$ cat src/i2a_pkg.sv
// Shared types, constants and helpers of the integer to ASCII converter.
package i2a_pkg;

   localparam int VALUE_W         = 64;
   localparam int NARROW_W        = 32;
   localparam int DIGIT_W         = 4;
   localparam int CHAR_W          = 7;
   localparam int BIT_CNT_W       = $clog2(VALUE_W + 1);
   localparam int MAX_DIGITS_DEF  = 20;
   localparam int HEX_MIN_DIGITS  = 4;

   localparam logic [CHAR_W-1:0] CH_ZERO  = 7'h30;
   localparam logic [CHAR_W-1:0] CH_HEXA  = 7'h41;
   localparam logic [CHAR_W-1:0] CH_MINUS = 7'h2D;

   typedef struct packed {
      logic [VALUE_W-1:0] value;
      logic               wide;
      logic               hex_mode;
      logic               as_unsigned;
   } req_payload_type;

   typedef struct packed {
      logic [CHAR_W-1:0] char_out;
      logic              last_char;
   } rsp_payload_type;

   typedef enum logic [1:0] {
      CELL_HOLD,
      CELL_CLEAR,
      CELL_DABBLE,
      CELL_MOVE
   } cell_op_type;

   typedef struct packed {
      cell_op_type op;
      logic        dec;
   } cell_ctrl_type;

   typedef enum logic [2:0] {
      ST_IDLE,
      ST_CONV,
      ST_TRIM,
      ST_SKIP,
      ST_SIGN,
      ST_EMIT
   } state_type;

   function automatic logic [CHAR_W-1:0] digit_to_char(input logic [DIGIT_W-1:0] d);
      logic [CHAR_W-1:0] ext;
      ext = {{(CHAR_W-DIGIT_W){1'b0}}, d};
      if (d < 4'd10) begin
         return CH_ZERO + ext;
      end
      return CH_HEXA + ext - 7'd10;
   endfunction

endpackage

$ cat src/i2a_cell.sv
// One digit cell of the conversion chain: shift-and-adjust or digit move.
module i2a_cell (
   input  logic                         clock,
   input  i2a_pkg::cell_ctrl_type       ctrl,
   input  logic                         low_bit,
   input  logic [i2a_pkg::DIGIT_W-1:0]  low_digit,
   output logic [i2a_pkg::DIGIT_W-1:0]  digit,
   output logic                         carry
);
   import i2a_pkg::*;

   logic [DIGIT_W-1:0] digit_ff;
   logic [DIGIT_W-1:0] digit_in;
   logic [DIGIT_W-1:0] adj;

   // add 3 before the shift when a decimal digit would reach ten or more
   always_comb begin
      adj = (ctrl.dec && digit_ff >= 4'd5) ? digit_ff + 4'd3 : digit_ff;
      case (ctrl.op)
         CELL_CLEAR:  digit_in = '0;
         CELL_DABBLE: digit_in = {adj[DIGIT_W-2:0], low_bit};
         CELL_MOVE:   digit_in = low_digit;
         default:     digit_in = digit_ff;
      endcase
   end

   always_ff @(posedge clock) begin
      digit_ff <= digit_in;
   end

   assign digit = digit_ff;
   assign carry = adj[DIGIT_W-1];

endmodule

$ cat src/integer_to_ascii_converter.sv
// Top level of the integer to ASCII converter: sequencer, magnitude shifter, cell chain.
//
//   channel | direction | handshake          | payload
//   --------+-----------+--------------------+------------------------------------------
//   req     | in        | req_valid/req_stall | value, wide, hex_mode, as_unsigned
//   rsp     | out       | rsp_valid/rsp_stall | char_out, last_char (one char per transfer)
//
// An item runs bit-serial shift-and-add-3 through the digit cell chain over its 32 or 64
// value bits (one value bit per cycle), then drops top digits that do not fit beside the
// sign and leading zero digits (one per cycle), then sends the characters, one each.
// Reset (synchronous, active high) empties the output register and returns to idle.
// A stall on rsp holds the current character; the sequencer waits on it.
// The next item is taken once the last character sits in the output register.
module integer_to_ascii_converter #(
   parameter int MAX_DIGITS = i2a_pkg::MAX_DIGITS_DEF
) (
   input  logic                     clock,
   input  logic                     reset,
   input  logic                     req_valid,
   output logic                     req_stall,
   input  i2a_pkg::req_payload_type req_payload,
   output logic                     rsp_valid,
   input  logic                     rsp_stall,
   output i2a_pkg::rsp_payload_type rsp_payload
);
   import i2a_pkg::*;

   localparam int CNT_W = $clog2(MAX_DIGITS + 1);
   localparam logic [CNT_W-1:0] MAX_CNT = CNT_W'(MAX_DIGITS);
   localparam logic [CNT_W-1:0] HEX_MIN = CNT_W'(HEX_MIN_DIGITS);
   localparam logic [CNT_W-1:0] ONE_CNT = CNT_W'(1);

   state_type state_ff, state_in;

   logic [VALUE_W-1:0]   mag_ff, mag_in;
   logic [BIT_CNT_W-1:0] bits_ff, bits_in;
   logic [CNT_W-1:0]     cnt_ff, cnt_in;
   logic                 neg_ff, neg_in;
   logic                 hex_ff, hex_in;

   logic                 rsp_valid_ff, rsp_valid_in;
   rsp_payload_type      rsp_payload_ff, rsp_payload_in;

   cell_ctrl_type        ctrl;
   logic [DIGIT_W-1:0]   digits [MAX_DIGITS];
   logic                 carries [MAX_DIGITS];

   logic                 req_xfer;
   logic                 slot_free;
   logic                 load_neg;
   logic [VALUE_W-1:0]   load_mag;
   logic [NARROW_W-1:0]  low_word;
   logic [CNT_W-1:0]     max_dig;
   logic [CNT_W-1:0]     min_dig;
   logic [DIGIT_W-1:0]   top_digit;

   assign req_stall = (state_ff != ST_IDLE);
   assign req_xfer  = req_valid && !req_stall;
   assign slot_free = !rsp_valid_ff || !rsp_stall;
   assign top_digit = digits[MAX_DIGITS-1];

   // magnitude and sign of the incoming value; narrow values sit in the upper half
   always_comb begin
      low_word = req_payload.value[NARROW_W-1:0];
      if (req_payload.wide) begin
         load_neg = req_payload.value[VALUE_W-1] && !req_payload.hex_mode;
         load_mag = load_neg ? '0 - req_payload.value : req_payload.value;
      end else begin
         load_neg = low_word[NARROW_W-1] && !req_payload.as_unsigned && !req_payload.hex_mode;
         load_mag = {(load_neg ? '0 - low_word : low_word), {(VALUE_W-NARROW_W){1'b0}}};
      end
   end

   // digits kept after the sign, and the zero-fill floor
   always_comb begin
      max_dig = neg_ff ? MAX_CNT - ONE_CNT : MAX_CNT;
      if (hex_ff) begin
         min_dig = (HEX_MIN > max_dig) ? max_dig : HEX_MIN;
      end else begin
         min_dig = ONE_CNT;
      end
   end

   always_ff @(posedge clock) begin
      if (reset) begin
         state_ff     <= ST_IDLE;
         rsp_valid_ff <= 1'b0;
      end else begin
         state_ff     <= state_in;
         rsp_valid_ff <= rsp_valid_in;
      end
   end

   always_ff @(posedge clock) begin
      mag_ff         <= mag_in;
      bits_ff        <= bits_in;
      cnt_ff         <= cnt_in;
      neg_ff         <= neg_in;
      hex_ff         <= hex_in;
      rsp_payload_ff <= rsp_payload_in;
   end

   always_comb begin
      state_in       = state_ff;
      mag_in         = mag_ff;
      bits_in        = bits_ff;
      cnt_in         = cnt_ff;
      neg_in         = neg_ff;
      hex_in         = hex_ff;
      rsp_payload_in = rsp_payload_ff;
      rsp_valid_in   = rsp_valid_ff && rsp_stall;
      ctrl.op        = CELL_HOLD;
      ctrl.dec       = !hex_ff;

      case (state_ff)
         ST_IDLE: begin
            if (req_xfer) begin
               mag_in   = load_mag;
               bits_in  = req_payload.wide ? BIT_CNT_W'(VALUE_W) : BIT_CNT_W'(NARROW_W);
               cnt_in   = MAX_CNT;
               neg_in   = load_neg;
               hex_in   = req_payload.hex_mode;
               ctrl.op  = CELL_CLEAR;
               state_in = ST_CONV;
            end
         end
         ST_CONV: begin
            // one magnitude bit a cycle enters the bottom cell
            ctrl.op = CELL_DABBLE;
            mag_in  = {mag_ff[VALUE_W-2:0], 1'b0};
            bits_in = bits_ff - 1'b1;
            if (bits_ff == BIT_CNT_W'(1)) begin
               state_in = ST_TRIM;
            end
         end
         ST_TRIM: begin
            // drop top digits that do not fit beside the sign
            if (cnt_ff > max_dig) begin
               ctrl.op = CELL_MOVE;
               cnt_in  = cnt_ff - ONE_CNT;
            end else begin
               state_in = ST_SKIP;
            end
         end
         ST_SKIP: begin
            if (cnt_ff > min_dig && top_digit == '0) begin
               ctrl.op = CELL_MOVE;
               cnt_in  = cnt_ff - ONE_CNT;
            end else begin
               state_in = neg_ff ? ST_SIGN : ST_EMIT;
            end
         end
         ST_SIGN: begin
            if (slot_free) begin
               rsp_valid_in             = 1'b1;
               rsp_payload_in.char_out  = CH_MINUS;
               rsp_payload_in.last_char = 1'b0;
               state_in                 = ST_EMIT;
            end
         end
         ST_EMIT: begin
            // emit the top digit and advance the chain upward
            if (slot_free) begin
               rsp_valid_in             = 1'b1;
               rsp_payload_in.char_out  = digit_to_char(top_digit);
               rsp_payload_in.last_char = (cnt_ff == ONE_CNT);
               ctrl.op                  = CELL_MOVE;
               cnt_in                   = cnt_ff - ONE_CNT;
               if (cnt_ff == ONE_CNT) begin
                  state_in = ST_IDLE;
               end
            end
         end
         default: begin
            state_in = ST_IDLE;
         end
      endcase
   end

   // digit chain: cell 0 is least significant, carries and digits move upward
   for (genvar i = 0; i < MAX_DIGITS; i++) begin : g_cell
      if (i == 0) begin : g_first
         i2a_cell u_cell (
            .clock     (clock),
            .ctrl      (ctrl),
            .low_bit   (mag_ff[VALUE_W-1]),
            .low_digit ('0),
            .digit     (digits[i]),
            .carry     (carries[i])
         );
      end else begin : g_next
         i2a_cell u_cell (
            .clock     (clock),
            .ctrl      (ctrl),
            .low_bit   (carries[i-1]),
            .low_digit (digits[i-1]),
            .digit     (digits[i]),
            .carry     (carries[i])
         );
      end
   end

   assign rsp_valid   = rsp_valid_ff;
   assign rsp_payload = rsp_payload_ff;

endmodule

$ cat config.mk
export PLATFORM = sky130hd
export DESIGN_NAME = integer_to_ascii_converter
export DESIGN_NICKNAME = d
export VERILOG_FILES = /design/src/i2a_pkg.sv /design/src/i2a_cell.sv /design/src/integer_to_ascii_converter.sv
export SDC_FILE = /design/constraint.sdc
export NUM_CORES = 1
export LEC_CHECK = 0
export ABC_CLOCK_PERIOD_IN_PS = 4600
export BUFFER_PORTS_ARGS = -buffer_cell sky130_fd_sc_hd__buf_2
export CORE_UTILIZATION = 39
export CTS_CLUSTER_SIZE = 8
export DETAILED_ROUTE_END_ITERATION = 8
export PLACE_DENSITY_LB_ADDON = 0.05
export SYNTH_ARGS = -nofsm -noshare
export SYNTH_HDL_FRONTEND = slang
export SYNTH_SLANG_ARGS = --single-unit
$ cat constraint.sdc
create_clock -name clock -period 4.6 [get_ports clock]
set_input_delay 0.46 -clock clock [delete_from_list [all_inputs] [get_ports clock]]
set_output_delay 0.46 -clock clock [all_outputs]
set_load 0.02 [all_outputs]
# Word level (Yosys, flattened, before mapping)

Index checks and enable logic that the tools add are counted.

$add $sub $neg: 27
$lt $le $gt $ge: 24
Eq/ne operators: 19
Mux-type cells: 81
Reductions and logical operators: 48

Operators by type and width:

| cell                                                              | count |
|---|---|
| case mux 4 bit (3 select lines)                                   | 19 |
| 2-to-1 mux 64 bit                                                 | 3 |
| case mux 64 bit (2 select lines)                                  | 1 |
| greater-or-equal comparator 4 x 3 -> 1 bit, second input constant | 20 |
| adder 4 x 2 -> 4 bit, second input constant                       | 19 |
| 2-to-1 mux 4 bit                                                  | 19 |
| subtractor 1 x 64 -> 64 bit, first input constant                 | 1 |
| 2-to-1 mux 32 bit                                                 | 1 |
| subtractor 1 x 32 -> 32 bit, first input constant                 | 1 |
| 2-to-1 mux 5 bit                                                  | 6 |
| 2-to-1 mux 7 bit                                                  | 4 |
| 2-to-1 mux 3 bit                                                  | 9 |
| logical AND 1 bit                                                 | 26 |
| case mux 5 bit (4 select lines)                                   | 1 |
| != test 2 bit, second input constant                              | 9 |
| case mux 3 bit (6 select lines)                                   | 1 |
| 2-to-1 mux 8 bit                                                  | 2 |
| case mux 8 bit (2 select lines)                                   | 1 |
| case mux 7 bit (2 select lines)                                   | 1 |
| > comparator 5 bit                                                | 2 |
| case mux 2 bit (5 select lines)                                   | 1 |
| 2-to-1 mux 1 bit                                                  | 8 |
| case mux 4 bit (2 select lines)                                   | 1 |
| adder 6 x 4 -> 7 bit, first input constant                        | 1 |
| other kinds (27)                                                  | 42 |

Register bits after elaboration: 170
Input bits: 71
Output and inout bits: 10
Word-level logic and storage cells: 228

# Depth between registers and ports, before layout

Depth in word-level cells: 11
Gate-level depth with buffers: 11
Mapped depth without buffers: 8

# Hierarchy

Synthesis repeated with hierarchy kept, for this count alone.

Cell total of the unflattened synthesis: 1306
Area total of the unflattened synthesis: 12557.0 sq um

By module, submodules not included:

| module                     | times used | cells each | area each (sq um) | sequential area each (sq um) |
|---|---|---|---|---|
| integer_to_ascii_converter | 1          | 726        | 6651.4            | 2662.6 |
| i2a_cell                   | 20         | 29         | 295.3             | 120.1 |

# Worst setup path after synthesis

Ideal clock, no wire load.

Path type: flip-flop to flip-flop
From: register hex_ff
To: register g_cell[0].g_first.u_cell.digit_ff[0] (enable)
Setup time: 442 ps
Arrival time: 3735 ps
Data required time: 4158 ps
Path slack: 423 ps
Stages on the path, launching flop included: 10
Buffers on the path: 2
Clock period less this slack: 4177 ps
Path through: edfxtp_1 -> clkbuf_1 -> clkbuf_1 -> inv_1 -> ha_1 -> and3_1 -> o21a_1 -> or2_2 -> nand3_1 -> or3_1

Cells in the longest elaborated chain, start to end: 8
Elaborated cells on any way between the ends: 10
Classes of those cells: order compare (1); eq/ne (3); mux (3); reduce/logical (3)

Ends and longest elaborated chain:

| element                                                 | RTL line                          | source |
|---|---|---|
| start, declared                                         | integer_to_ascii_converter.sv:39  | `logic hex_ff, hex_in;` |
| start signal, assigned                                  | integer_to_ascii_converter.sv:99  | `hex_ff <= hex_in;` |
| 2-to-1 mux 5 bit *                                      | integer_to_ascii_converter.sv:77  | `if (hex_ff) begin` |
| > comparator 5 bit *                                    | integer_to_ascii_converter.sv:146 | `if (cnt_ff > min_dig && top_digit == '0) begin` |
| logical AND 1 bit *                                     | integer_to_ascii_converter.sv:146 |  |
| 2-to-1 mux 2 bit *                                      | integer_to_ascii_converter.sv:146 |  |
| case mux 2 bit (5 select lines) *                       | integer_to_ascii_converter.sv:115 | `case (state_ff)` |
| == test 2 x 1 -> 1 bit or == test 2 bit (tied branches) | i2a_cell.sv:19                    | `case (ctrl.op)` |
| OR reduction 2 bit (no line)                            | n/a                               |  |
| nonzero test 2 bit (no line) *                          | n/a                               |  |
| end signal, assigned                                    | i2a_cell.sv:28                    | `digit_ff <= digit_in;` |
| end, declared                                           | i2a_cell.sv:12                    | `logic [DIGIT_W-1:0] digit_ff;` |

Every way passes the cells marked *; elsewhere a longest branch is shown, timed or not.
A chain may end at the register's enable or synchronous reset.

# Final worst setup path

From: register state_ff[1]
To: register cnt_ff[4] (enable)

Cells in the longest elaborated chain, start to end: 5
Elaborated cells on any way between the ends: 13
Classes of those cells: eq/ne (7); reduce/logical (6)

Ends and longest elaborated chain:

| element                         | RTL line                         | source |
|---|---|---|
| start, declared                 | integer_to_ascii_converter.sv:33 | `state_type state_ff, state_in;` |
| start signal, assigned          | integer_to_ascii_converter.sv:89 | `state_ff <= state_in;` |
| nonzero test 3 bit              | integer_to_ascii_converter.sv:57 | `assign req_stall = (state_ff != ST_IDLE);` |
| zero test 1 bit                 | integer_to_ascii_converter.sv:58 | `assign req_xfer = req_valid && !req_stall;` |
| logical AND 1 bit               | integer_to_ascii_converter.sv:58 |  |
| != test 2 bit (no line)         | n/a                              |  |
| AND reduction 5 bit (no line) * | n/a                              |  |
| end signal, assigned            | integer_to_ascii_converter.sv:97 | `cnt_ff <= cnt_in;` |
| end, declared                   | integer_to_ascii_converter.sv:37 | `logic [CNT_W-1:0] cnt_ff, cnt_in;` |

Marks and branches as above.

==> results by stage <==
Global routing:
- The global-route wire length before repair is 49.6 mm.
- Global routing finished with a remaining overflow of 0.
- In the global route stage, overall resource usage came out at 0.206.
- The maximum number of pins on one net before global-route repair is 82.
- The via count of the first global-routing pass was 9099.
- The initial antenna violation count came to 2.

STA:
- The top achievable clock speed is 322 MHz.
- Hold is met by 0.252 ns.
- The final max-slew violation count is 0.
- The clock period could shrink to 3.11 ns.
- The count of final setup violators is 0.
- The relative slew slack is 0.167.
- The number of failing hold endpoints at the final stage is 0.
- The actual transition at the worst max-transition pin is 1.24 ns.
- Setup repair after global routing left no endpoint under its margin.
- The setup slack after layout is 1.49 ns.
- Clock skew on the completed layout was measured at 0.00970 ns.
- In the finished design, the share of the clock period the worst path needs comes to 0.675.
- In the final timing run, aggregate negative setup slack is 0 ns.

Clock tree:
- The clock latency at the later pin of the worst-skew pair is 0.44 ns.
- Clock tree synthesis inserted a total of 17 buffers.
- The CTS tree is built.
- The clock tree buffer depth is 2.
- The count of buffers added by post-CTS timing repair for setup is 0.
- Once the clock tree was built, the resizer swapped 0 gates to a different size.
- For this design, the CTS-stage hold fixing added 0 buffers.
- The number of H-tree levels is 4.
- The cell at the root of the clock tree is sky130_fd_sc_hd__clkbuf_16.
- The tree built by TritonCTS fans out to 170 sinks.
- The clock slew seen by the registers of the worst setup and hold paths is 0.07 ns.

Pwr:
- The analysis attributes to cell leakage a power of 4.85 nW.
- In this run the power density over the cells is 623 mW/mm2.
- The power consumption is 8.14 mW.
- The maximum ir drop on the vdd rail is 0.502 mV.

Floorplan:
- The placeable core region is 0.0296 mm2.
- The die area is 0.0308 mm2.
- The number of ports placed on the die boundary is 81.
- The horizontal die dimension is 175 um.
- The number of placement rows is 63.
- For this configuration, the core starts out at a cell density of 0.396.
- The chip height is 175 um.

Detailed routing:
- The DRC marker count from the first detailed-route iteration is 803.
- The antenna violation net count after detailed routing is 0.
- The via density per instance is 5.70.
- The number of optimization iterations in the first detailed-route pass is 5.
- After detailed routing, the average wire length per cell comes to 18.8 um.
- Wires add up to 31.3 mm.
- The routed via count is 9510.
- The total DRC errors in the routed layout is 0.

Synthesis:
- Yosys mapped a number of flops with a built-in enable equal to 166.
- The sequential-to-total area share from yosys stat is 0.431.
- Averaged over all synthesized cells, the footprint is 9.58 um2.
- Sorting the synthesized cells by how often they occur yields 166 x sky130_fd_sc_hd__edfxtp_1, 107 x sky130_fd_sc_hd__nor2_1, 104 x sky130_fd_sc_hd__a21oi_1, 89 x sky130_fd_sc_hd__nand2_1, 87 x sky130_fd_sc_hd__xnor2_1.
- The number of instances in the synthesized netlist is 1225.
- The most numerous cell in the Yosys netlist is sky130_fd_sc_hd__edfxtp_1.
- After synthesis, the netlist uses 72 different library cells.
- The post-synth net total is 1347.
- The library cell occupying the most area in the post-synthesis netlist is sky130_fd_sc_hd__edfxtp_1.
- Of all flip-flops after synthesis, the portion carrying an async set or reset was 0.
- The flip-flop cell with the highest count after synthesis is sky130_fd_sc_hd__edfxtp_1.
- The portion of synthesized cell area occupied by the leading cell type is 0.425.
- Ranked by total cell area, the synthesized netlist is headed by sky130_fd_sc_hd__edfxtp_1 42%, sky130_fd_sc_hd__xnor2_1 6.5%, sky130_fd_sc_hd__ha_1 5.4%.
- The Yosys warning count is 0.
- The summed instance area of the synthesized netlist is 0.0117 mm2.
- Counting flops and latches in the post-synthesis netlist gives 170.

Critical path:
- On the critical path, the stage with the largest delay is an instance of sky130_fd_sc_hd__buf_4.
- The startpoint identified for the worst register-to-register timing path is state_ff[1].
- The total buffers and inverters traversed by the critical path is 2.
- Walking the worst path, the cells encountered are clkinv_1 -> nor3b_1 -> nand3_1 -> or2_2 -> nand3_4 -> buf_4 -> or2_2.
- STA classifies the critical path startpoint as a flop.
- STA puts the critical path data required time at 4.74 ns.
- For the worst setup path, the data arrival time is 3.25 ns.
- In this run the worst setup path begins at state_ff[1].
- The kind of end point of the critical path is a flop.
- In this run the worst path has a maximum fanout of 81.
- The most prevalent standard cell on the critical path is sky130_fd_sc_hd__or2_2.
- The highest cell delay on the worst timing path is 0.71 ns.
- The largest delay contributor family on the critical path is simple AND/OR/NAND/NOR gates.
- The class of the most critical setup path is reg2reg.

Place:
- The number of placed instances with taps included is 1634.
- The standard cell area after detailed placement is 0.0125 mm2.
- The number of I/O port buffers is 80.
- The global placer's final weighted congestion is 0.850.
- Before CTS, the worst setup slack after placement is 1.30 ns.
- Summed over all nets, the half-perimeter wirelength after detailed placement is 21.3 mm.

Run status:
- The flow ran to the end, and the final reports show no timing, DRC or antenna violations.

Cells and area:
- Once layout is complete, the utilization of the core stands at 0.441.
- The synthesis-to-finish area growth is 11.4%.
- The net count of the finished layout is 1385.
- After the flow finishes, the layout carries non-filler instances totaling 1667.
- The filler cells instantiated in the layout total 2931.
- With fillers left out, the area of the finished cells amounts to 0.0131 mm2.
- The fraction of layout instances using a drive strength above 1 is 0.119.

Hold path:
- The worst hold-check path type is in2reg.
- The hold path startpoint is reset.

Flow run:
- The number of maximum-capacitance violations is 0.
## sequential cells by signal, summed over array words and instances, names as in the netlist
register / cells
g_cell.g_first.u_cell.digit: 4
neg_ff: 1
state_ff: 3
g_cell.g_next.u_cell.digit: 76
rsp_payload: 8
cnt_ff: 5
hex_ff: 1
mag_ff: 64
bits_ff: 7
rsp_valid: 1
## power by group
part | switching [mW] | internal [mW] | total (mW)
combinational | 1.97 | 1.23 | 3.20
clock | 0.667 | 0.869 | 1.54
sequential | 0.552 | 2.86 | 3.41
## cell families (layout without fill, tap and decap cells)
kind of cell,after synthesis,after routing,synth area share
buf+inv,126,177,0.0423
fa+ha+maj,51,51,0.0544
compound gates,363,363,0.199
simple gates,381,381,0.171
flops,170,170,0.431
xor+xnor,121,121,0.0903
mux,13,13,0.0112
other cells,0,1,0
## worst reg2reg max path: cells and delay by family, from the launching register on
kind	cells	cell delay (ns)
buffers and inverters	2	1.00
AND/OR/NAND/NOR	5	1.37
flip-flops	1	0.46
## cell usage in the layout (no fill, tap or decap), drive strengths merged, types with 51 or more instances in the layout
cell type,count
nor2,107
xnor2,87
nand2,89
ha,51
a21oi,104
buf,93
a22o,58
inv,57
edfxtp,166
o21ai,82
## path summary, 6_finish.rpt
path	endpoint	slack, ns	depth (start not counted)
hold / removal	rsp_valid	0.25	2
setup / recovery	cnt_ff[4]	1.49	7
hold reg to reg	rsp_valid	0.53	2
setup reg to reg	cnt_ff[4]	1.49	7
## final cells by class
class	instances	area [um2]	area share
Clock inverter	15	190	0.0145
Sequential cell	170	5060	0.387
Clock buffer	17	425	0.0325
Antenna cell	1	2.50	0.000191
Multi-Input combinational cell	929	6210	0.475
Inverter	52	195	0.0149
Timing Repair Buffer	93	498	0.0381
Tap cell	390	488	0.0373
## routing by layer
metal | share of wire | GRT usage | wire length, um
met1 | 0.49 | 0.291 | 15300
met2 | 0.43 | 0.313 | 13600
met3 | 0.058 | 0.0424 | 1810
met4 | 0.020 | 0.0703 | 634
met5 | 0.00042 | 0 | 13
Power figures use the tool's default switching activity.
